## src/rtl/sbck_pkg.sv

```systemverilog
// Shared types and constants for the color-keyed sprite blit block.
package sbck_pkg;

    localparam int DEF_FRAME_W = 640;
    localparam int DEF_FRAME_H = 480;

    localparam int CFG_IDX_W = 3;

    localparam logic [CFG_IDX_W-1:0] REG_FRAME_BASE    = 3'd0;
    localparam logic [CFG_IDX_W-1:0] REG_DEST_X        = 3'd1;
    localparam logic [CFG_IDX_W-1:0] REG_DEST_Y        = 3'd2;
    localparam logic [CFG_IDX_W-1:0] REG_SPRITE_WIDTH  = 3'd3;
    localparam logic [CFG_IDX_W-1:0] REG_SPRITE_HEIGHT = 3'd4;

    localparam logic [31:0] KEY_MASK = 32'h0000_00FF;

    localparam logic [9:0] RST_SPRITE_WIDTH  = 10'd64;
    localparam logic [8:0] RST_SPRITE_HEIGHT = 9'd64;

    typedef struct packed {
        logic [31:0] frame_base;
        logic [9:0]  dest_x;
        logic [8:0]  dest_y;
        logic [9:0]  sprite_width;
        logic [8:0]  sprite_height;
    } t_cfg;

    typedef struct packed {
        logic [9:0] col;
        logic [8:0] row;
    } t_pos;

endpackage

```

## src/rtl/sbck_scan.sv

```systemverilog
// Column and row counters that walk the sprite in row-major order.
module sbck_scan (
    input  logic          i_clk,
    input  logic          i_rst_n,
    input  logic          i_step,
    input  sbck_pkg::t_cfg i_cfg,
    output sbck_pkg::t_pos o_pos,
    output logic          o_empty
);
    import sbck_pkg::*;

    t_pos        r_pos;
    t_pos        n_pos;
    logic [10:0] row_len;
    logic        col_last;
    logic        row_last;

    // Rows are padded to a multiple of eight pixels.
    assign row_len  = (11'(i_cfg.sprite_width) + 11'd7) & ~11'd7;
    assign o_empty  = (row_len == 11'd0) || (i_cfg.sprite_height == 9'd0);
    assign col_last = (11'(r_pos.col) + 11'd1) >= row_len;
    assign row_last = (10'(r_pos.row) + 10'd1) >= 10'(i_cfg.sprite_height);

    always_comb begin
        n_pos = r_pos;
        if (o_empty) begin
            n_pos.col = '0;
            n_pos.row = '0;
        end else if (col_last) begin
            n_pos.col = '0;
            n_pos.row = row_last ? 9'd0 : r_pos.row + 9'd1;
        end else begin
            n_pos.col = r_pos.col + 10'd1;
        end
    end

    always_ff @(posedge i_clk) begin
        if (!i_rst_n) begin
            r_pos <= '0;
        end else if (i_step) begin
            r_pos <= n_pos;
        end
    end

    assign o_pos = r_pos;

`ifndef SYNTH
    a_empty_holds_zero: assert property (@(posedge i_clk) disable iff (!i_rst_n)
        (i_step && o_empty) |=> (r_pos.col == 10'd0 && r_pos.row == 9'd0))
        else $error("counters not cleared on an empty sprite");
    a_idle_holds: assert property (@(posedge i_clk) disable iff (!i_rst_n)
        !i_step |=> $stable(r_pos))
        else $error("counters moved without a word");
    a_wrap_at_end: assert property (@(posedge i_clk) disable iff (!i_rst_n)
        (i_step && !o_empty && col_last && row_last)
        |=> (r_pos.col == 10'd0 && r_pos.row == 9'd0))
        else $error("counters did not wrap after the last pixel");
`endif

endmodule

```

## src/rtl/sprite_blit_color_key.sv

```systemverilog
// Top level of the color-keyed sprite blit: config registers and the two-stage datapath.
//
//   channel   direction  handshake                    payload
//   src       in         i_src_valid / o_src_stall    i_src_pixel
//   wr        out        o_wr_valid  / i_wr_stall     o_write_addr, o_write_data
//   cfg       in         i_cfg_we                     i_cfg_idx, i_cfg_data
//
// One source word is taken every cycle while o_src_stall is low; a write follows its word
// through the input register and the address register (one constant multiply and adds).
// Reset is synchronous, clears the counters and valid flags and loads the config
// registers with their reset values.
// A stall on the write side backs up through the two stages; the source side stalls
// only when both stages are full and the write side is stalled.
module sprite_blit_color_key #(
    parameter int FRAME_W = sbck_pkg::DEF_FRAME_W,
    parameter int FRAME_H = sbck_pkg::DEF_FRAME_H
) (
    input  logic                           i_clk,
    input  logic                           i_rst_n,
    input  logic                           i_cfg_we,
    input  logic [sbck_pkg::CFG_IDX_W-1:0] i_cfg_idx,
    input  logic [31:0]                    i_cfg_data,
    input  logic                           i_src_valid,
    output logic                           o_src_stall,
    input  logic [31:0]                    i_src_pixel,
    output logic                           o_wr_valid,
    input  logic                           i_wr_stall,
    output logic [31:0]                    o_write_addr,
    output logic [31:0]                    o_write_data
);
    import sbck_pkg::*;

    t_cfg        r_cfg;
    t_pos        pos;
    logic        empty;
    logic        src_acc;
    logic        s1_en;
    logic        out_free;
    logic        in_frame;
    logic        n_s1_wr;
    logic [10:0] x_end;
    logic [9:0]  y_end;
    logic [9:0]  y_row;
    logic [31:0] row_base;
    logic [31:0] n_addr;

    logic        r_s1_valid;
    logic [31:0] r_s1_pix;
    t_pos        r_s1_pos;
    logic        r_o_valid;
    logic [31:0] r_o_addr;
    logic [31:0] r_o_data;

    always_ff @(posedge i_clk) begin
        if (!i_rst_n) begin
            r_cfg.frame_base    <= '0;
            r_cfg.dest_x        <= '0;
            r_cfg.dest_y        <= '0;
            r_cfg.sprite_width  <= RST_SPRITE_WIDTH;
            r_cfg.sprite_height <= RST_SPRITE_HEIGHT;
        end else if (i_cfg_we) begin
            case (i_cfg_idx)
                REG_FRAME_BASE:    r_cfg.frame_base    <= i_cfg_data;
                REG_DEST_X:        r_cfg.dest_x        <= i_cfg_data[9:0];
                REG_DEST_Y:        r_cfg.dest_y        <= i_cfg_data[8:0];
                REG_SPRITE_WIDTH:  r_cfg.sprite_width  <= i_cfg_data[9:0];
                REG_SPRITE_HEIGHT: r_cfg.sprite_height <= i_cfg_data[8:0];
                default: ;
            endcase
        end
    end

    assign out_free    = !r_o_valid || !i_wr_stall;
    assign s1_en       = !r_s1_valid || out_free;
    assign o_src_stall = !s1_en;
    assign src_acc     = i_src_valid && s1_en;

    sbck_scan u_scan (
        .i_clk   (i_clk),
        .i_rst_n (i_rst_n),
        .i_step  (src_acc),
        .i_cfg   (r_cfg),
        .o_pos   (pos),
        .o_empty (empty)
    );

    // A sprite crossing the right or bottom edge suppresses every write of the job.
    assign x_end    = 11'(r_cfg.dest_x) + 11'(r_cfg.sprite_width);
    assign y_end    = 10'(r_cfg.dest_y) + 10'(r_cfg.sprite_height);
    assign in_frame = (32'(x_end) <= 32'(FRAME_W)) && (32'(y_end) <= 32'(FRAME_H));
    assign n_s1_wr  = !empty && in_frame && ((i_src_pixel & KEY_MASK) != 32'd0);

    always_ff @(posedge i_clk) begin
        if (!i_rst_n) begin
            r_s1_valid <= 1'b0;
        end else if (s1_en) begin
            r_s1_valid <= src_acc && n_s1_wr;
        end
    end

    always_ff @(posedge i_clk) begin
        if (src_acc) begin
            r_s1_pix <= i_src_pixel;
            r_s1_pos <= pos;
        end
    end

    assign y_row    = 10'(r_cfg.dest_y) + 10'(r_s1_pos.row);
    assign row_base = 32'(FRAME_W) * 32'(y_row);
    assign n_addr   = r_cfg.frame_base + row_base + 32'(r_cfg.dest_x) + 32'(r_s1_pos.col);

    always_ff @(posedge i_clk) begin
        if (!i_rst_n) begin
            r_o_valid <= 1'b0;
        end else if (out_free) begin
            r_o_valid <= r_s1_valid;
        end
    end

    always_ff @(posedge i_clk) begin
        if (out_free && r_s1_valid) begin
            r_o_addr <= n_addr;
            r_o_data <= r_s1_pix;
        end
    end

    assign o_wr_valid   = r_o_valid;
    assign o_write_addr = r_o_addr;
    assign o_write_data = r_o_data;

`ifndef SYNTH
    a_stall_only_full: assert property (@(posedge i_clk) disable iff (!i_rst_n)
        o_src_stall |-> (r_s1_valid && r_o_valid && i_wr_stall))
        else $error("source stalled with room in the pipeline");
    a_key_drops: assert property (@(posedge i_clk) disable iff (!i_rst_n)
        (src_acc && ((i_src_pixel & KEY_MASK) == 32'd0)) |=> !r_s1_valid)
        else $error("transparent word entered the pipeline");
    a_stage_moves: assert property (@(posedge i_clk) disable iff (!i_rst_n)
        (r_s1_valid && out_free) |=> o_wr_valid)
        else $error("write lost between stages");
`endif

endmodule
```

## config.mk

```make
export PLATFORM = sky130hd
export DESIGN_NAME = sprite_blit_color_key
export DESIGN_NICKNAME = d
export VERILOG_FILES = /design/src/rtl/sbck_pkg.sv /design/src/rtl/sbck_scan.sv /design/src/rtl/sprite_blit_color_key.sv
export SDC_FILE = /design/constraint.sdc
export NUM_CORES = 1
export LEC_CHECK = 0
export BUFFER_PORTS_ARGS = -buffer_cell sky130_fd_sc_hd__buf_2
export CAP_MARGIN = 20
export CORE_ASPECT_RATIO = 1.75
export CORE_UTILIZATION = 61
export CTS_BUF_LIST = sky130_fd_sc_hd__clkbuf_4
export CTS_CLUSTER_SIZE = 25
export DETAILED_ROUTE_END_ITERATION = 8
export PLACE_DENSITY = 0.83
export REMOVE_ABC_BUFFERS = 1
export SLEW_MARGIN = 20
export SYNTH_ARGS = -nofsm -noshare
export SYNTH_HDL_FRONTEND = slang
export SYNTH_HIERARCHICAL = 1
export SYNTH_SLANG_ARGS = --single-unit
```

## constraint.sdc

```tcl
create_clock -name i_clk -period 17.9 [get_ports i_clk]
set_input_delay 4.475 -clock i_clk [delete_from_list [all_inputs] [get_ports i_clk]]
set_output_delay 4.475 -clock i_clk [all_outputs]
set_load 0.005 [all_outputs]
```

==> run metrics, run 1 <==
final setup fails=0; post-synthesis mux area share=0.00533; PortBufs=~140; Area contributors post-synth=edfxtp_1 31%, dfxtp_1 16%, ha_1 12%; Critical Path Sink Type=primary output; Post-CTS Resized=0; total setup buffers inserted after CTS=0; first-pass GRT wire length=between 40000 and 50000 um; 1st-pass router iterations=6; Clock Tree Buf Depth=3; cell taking the most area after synthesis=edfxtp_1; Final Hold Fails=0; hpwl dp=a little under 20000 um; combinational family with the most area after synthesis=compound AO/OA/AOI/OAI gates; LEAKAGE=between 5 and 6 nW; Max-cap violations=0; Num Clock Sinks=206; min Tclk post-route=~9.5 ns; Syn. warnings=6; total track usage=0.279; wire length per cell=around 17 um; storage element area=roughly 5300 um^2; Async SR Flop Fraction=0; area delta synth->final=13.9%; DIE AREA=roughly 19000 um^2; count leader, synth=nand2_1; RSZ-0062 raised after global routing=false; fmax=between 100 and 150 MHz; most instantiated cells after synthesis=196 x nand2_1, 115 x edfxtp_1, 106 x ha_1, 91 x dfxtp_1, 70 x a21boi_0; #FFs+latches synth=slightly above 200; hold_sp=r_s1_pix[8]; Synth Area in Compound Gates=0.152; DRC=0; Clock Latency Late Sink=0.63 ns; post-synthesis simple-gate area fraction=0.146; via count=just under 9000; Post-Synth Adder-Cell Area=0.150; PwrDens=~80 nW/um^2; Post-DP Area=approximately 12000 um^2; Max transition margin=0.452; layout net count=1434; CTS tree=built; Final Cycle Share=0.529; Starting Density=0.624; vias in the first global route=between 9000 and 10000; Worst Skew=0.0403 ns; Worst EP required=~13 ns; area of the multi-input gates=about 5700 um^2; Vias/cell=~5.8; GPL Wtd Cong=~0.87; number of synthesized flops with an enable pin=between 100 and 150; xor and xnor area share after synthesis=0.0528; CTS buffer count=46; largest net degree at the start of global routing=86; Iteration-0 DRC Markers=about 340; Setup CP Type=in -> out; Arrival @ worst endpoint=~5.0 ns; Root Driver=clkbuf_4; initial antenna violation count=1; FILL cells=1400; Yosys top cell area share=0.306; worst reg2reg path startpoint=r_cfg[20]; worst setup path startpoint=i_wr_stall; Main synth FF type=edfxtp_1; # IOs=about 140; Die Y=182 um; worst vdd ir=0.0000472 V; Max FO, Critical Path=3; HP Class=reg -> reg; CTS clk-pin slew, worst paths=about 0.08 ns; setup TNS=0 ns; outcome=completed; htree depth=2; Final ANT Viol Nets=0; worst-margin pin slew=roughly 0.82 ns; Syn Inst Count=~1100; syn avg cell area=approximately 11 um^2; startpoint types=input port; Seq/Total Area, Yosys=0.468; fin area=approximately 13000 um^2; Core ar.=about 18000 um^2; share of cells above drive strength 1=0.196; Die W=approximately 100 um; Rows=between 60 and 70; Mapped Area=roughly 11000 um^2; Routed WL=between 20000 and 30000 um; Unique masters post-synth=a little under 80; # hold bufs at CTS=0; Max Slew Vio Count=0; Overflow after GRT=0
per-stage QoR:
stage	power [mW]	utilization	worst slack [ns]	cells	hold slack (ns)
2_1_floorplan	0.625	-	8.17	1047	0.400
3_3_place_gp	0.668	0.676	8.45	1424	0.401
3_5_place_dp	0.672	0.676	8.44	1424	0.405
4_1_cts	1.06	0.711	8.43	1510	0.416
5_1_grt	1.09	0.711	8.40	1511	0.421
6_report	1.05	0.711	8.43	1511	0.414
report_power, final:
group	total [mW]	internal [mW]	switching (mW)	leakage, nW
combinational	0.131	0.0537	0.0768	3.29
clock	0.389	0.202	0.186	0.373
sequential	0.533	0.523	0.00943	1.85
final timing paths:
check	endpoint	slack, ns	cells after the start
worst min register to register	o_write_data[8]	0.41	0
worst max-delay path	o_src_stall	8.43	3
worst min-delay path	o_write_data[8]	0.41	0
worst max register to register	o_write_addr[31]	11.84	25
worst max-delay path, stage by stage:
cell,delay [ns]
buf_2,0.12
and3_1,0.26
buf_2,0.14
kinds of logic (layout without fill, tap and decap cells):
group | count (synthesis) | in the layout
fa+ha+maj | 124 | 124
xor+xnor | 68 | 68
compound gates | 239 | 239
flops | 206 | 206
other cells | 0 | 1
simple gates | 355 | 355
mux | 5 | 5
buf+inv | 75 | 279
per-layer routing:
metal / vias up / share of wire / GRT usage
met1: 4170 / 0.34 / 0.264
met2: 316 / 0.55 / 0.548
met3: 101 / 0.052 / 0.0413
li1: 4201 / - / -
met5: - / 0 / 0
met4: 0 / 0.057 / 0.172
flip-flops by register name, indices dropped and copies added, names as in the netlist:
name,flops
o_wr_valid,1
o_write_addr,32
o_write_data,32
r_cfg,70
r_s1_pix,32
r_s1_pos,19
r_s1_valid,1
u_scan/o_pos,19
layout make-up:
type / count / area share
Antenna cell: 1 / 0.000195
Clock buffer: 67 / 0.0392
Clock inverter: 19 / 0.00984
Inverter: 50 / 0.0146
Multi-Input combinational cell: 791 / 0.446
Sequential cell: 206 / 0.411
Tap cell: 234 / 0.0228
Timing Repair Buffer: 143 / 0.0569
cells in the final DEF (no fill, tap or decap), types with 19 or more instances in the layout:
| cell | n |
|---|---|
| o21ai_0 | 19 |
| edfxtp_1 | 115 |
| ha_1 | 106 |
| nor2_1 | 37 |
| buf_2 | 137 |
| xnor2_1 | 44 |
| a21boi_0 | 69 |
| dfxtp_1 | 91 |
| xor2_1 | 24 |
| nand3_1 | 29 |
| a21oi_1 | 43 |
| clkbuf_4 | 67 |
| nand2_1 | 196 |
| inv_1 | 48 |
(Power assumes the default switching activity.)
==> run 2: changes to the inputs <==
--- a/config.mk
+++ b/config.mk
@@ -8,11 +8,11 @@
 export BUFFER_PORTS_ARGS = -buffer_cell sky130_fd_sc_hd__buf_2
 export CAP_MARGIN = 20
 export CORE_ASPECT_RATIO = 1.75
-export CORE_UTILIZATION = 61
+export CORE_UTILIZATION = 55
 export CTS_BUF_LIST = sky130_fd_sc_hd__clkbuf_4
 export CTS_CLUSTER_SIZE = 25
 export DETAILED_ROUTE_END_ITERATION = 8
-export PLACE_DENSITY = 0.83
+export PLACE_DENSITY = 0.79
 export REMOVE_ABC_BUFFERS = 1
 export SLEW_MARGIN = 20
 export SYNTH_ARGS = -nofsm -noshare
==> constraint.sdc (replaced) <==
create_clock -name i_clk -period 8.3 [get_ports i_clk]
set_input_delay 2.075 -clock i_clk [delete_from_list [all_inputs] [get_ports i_clk]]
set_output_delay 2.075 -clock i_clk [all_outputs]
set_load 0.005 [all_outputs]
==> run 2 against run 1 <==
- setup slack got worse by 5.9 ns
- first-iteration DRC count rose by 24%
- routed wire length fell by 2.3%
- design area rose by 0.21%
- via count fell by 1.4%
- combinational power rose by 110%
- register-to-register slack got worse by 9.3 ns
- non-clock buffer count did not move
- global-route usage fell by 2.8 points
- largest power group unchanged
==> run metrics, run 2 (synthesized netlist as in run 1, its figures left out) <==
CTS buffer count=48; Biggest register=r_cfg; Arrival @ worst endpoint=slightly above 6 ns; Num Clock Sinks=206; FF-to-FF setup slack=about 2.5 ns; worst hold margin=about 0.41 ns; setup TNS=0 ns; htree depth=2; share of cells above drive strength 1=0.199; Root Driver=clkbuf_4; # IOs=between 100 and 150; worst-margin pin slew=about 0.83 ns; Worst path slowest cell=fa_1; final setup fails=0; most common cell after layout, fill and taps aside=nand2_1; Final Cycle Share=0.698; 1st-pass router iterations=6; max reg flops=70; met1 Usage GRT=0.243; worst vdd ir=0.000124 V; worst setup margin=about 2.5 ns; Post-CTS Resized=0; FILL cells=approximately 1700; min Tclk post-route=just under 6 ns; Overflow after GRT=0; worst reg2reg path startpoint=r_cfg[19]; Rows=69; post-layout util=0.637; Clock Latency Late Sink=0.63 ns; Hold Path End=o_write_data[23]; WP buf/inv=1; layout net count=between 1000 and 1500; met3 Usage GRT=0.0409; Max-cap violations=0; first-pass GRT wire length=a little over 40000 um; RSZ-0062 raised after global routing=false; vias in the first global route=roughly 8700; met2 GRT Util=0.480; Routed WL=~26000 um; Setup CP Type=reg -> reg; Worst Skew=0.0343 ns; Die W=110 um; Max FO, Critical Path=6; Worst EP required=between 8 and 9 ns; PortBufs=between 100 and 150; HP Class=reg -> reg; total track usage=0.251; FF-to-FF path depth=26; GPL Wtd Cong=roughly 0.86; Final Hold Fails=0; worst setup path startpoint=r_cfg[19]; CP dominant cell by count=ha_1; Core ar.=between 20000 and 25000 um^2; Max transition margin=0.445; highest-count cells in the layout ignoring fill and taps=196 x nand2_1, 137 x buf_2, 115 x edfxtp_1, 106 x ha_1, 91 x dfxtp_1; startpoint types=flop; CP top delay family=adder cells; Place WS=2.59 ns; initial antenna violation count=1; Iteration-0 DRC Markers=420; Hold Path Cell Cnt=0; area of the multi-input gates=5730 um^2; storage element area=about 5300 um^2; Clock Tree Buf Depth=3; Most Crowded Layer GR=met2; largest stage delay on the critical path=approximately 0.4 ns; RR Endpoint=o_write_addr[30]; # hold bufs at CTS=0; largest net degree at the start of global routing=65; DIE AREA=roughly 21000 um^2; hold_sp=r_s1_pix[23]; Vias/cell=5.67; via count=between 8000 and 9000; DRC=0; Critical Path Sink Type=flop; Final ANT Viol Nets=0; Max Slew Vio Count=0; Die Y=191 um; total setup buffers inserted after CTS=0; outcome=completed; LEAKAGE=approximately 5.5 nW; area delta synth->final=14.2%; PwrDens=between 150 and 200 nW/um^2; hpwl dp=19300 um; CTS clk-pin slew, worst paths=roughly 0.070 ns; fmax=approximately 170 MHz; wire length per cell=16.9 um; CTS tree=built; Starting Density=0.558
## run 2: power breakdown
part	leakage (nW)	switching, mW	internal (mW)
clock network	0.384	0.389	0.439
registers	1.85	0.0201	1.13
logic	3.29	0.163	0.116
## run 2: layer usage
metal / up-vias / wire length (um)
met1: 4136 / 9280
met5: - / 0
li1: 4207 / -
met4: 0 / 1290
met3: 83 / 1100
met2: 243 / 14100
## run 2: worst max-delay path by stage
stage / end / slack (ns) / depth (start not counted)
detailed placement: o_write_addr[30] / 2.59 / 24
floorplan: o_write_addr[0] / 0.97 / 1
CTS: o_write_addr[30] / 2.54 / 26
global placement: o_write_addr[31] / 2.72 / 26
global route: o_write_addr[30] / 2.14 / 26
finish: o_write_addr[30] / 2.51 / 26
## run 2: through the flow
stage | cell area (um^2) | instances | power [mW]
after floorplan | 11200 | 1047 | 1.35
after global placement | 12200 | 1438 | 1.44
after detailed placement | 12200 | 1438 | 1.45
after CTS | 12900 | 1527 | 2.28
after global routing | 12900 | 1528 | 2.36
final | 12900 | 1528 | 2.26
## run 2: final cells by class
class	instances	area share
multi-input cells	791	0.445
inverters	50	0.0146
clock inverters	15	0.00651
diodes	1	0.000194
clock buffers	74	0.0432
flip-flops and latches	206	0.410
well taps	248	0.0241
repair buffers	143	0.0568
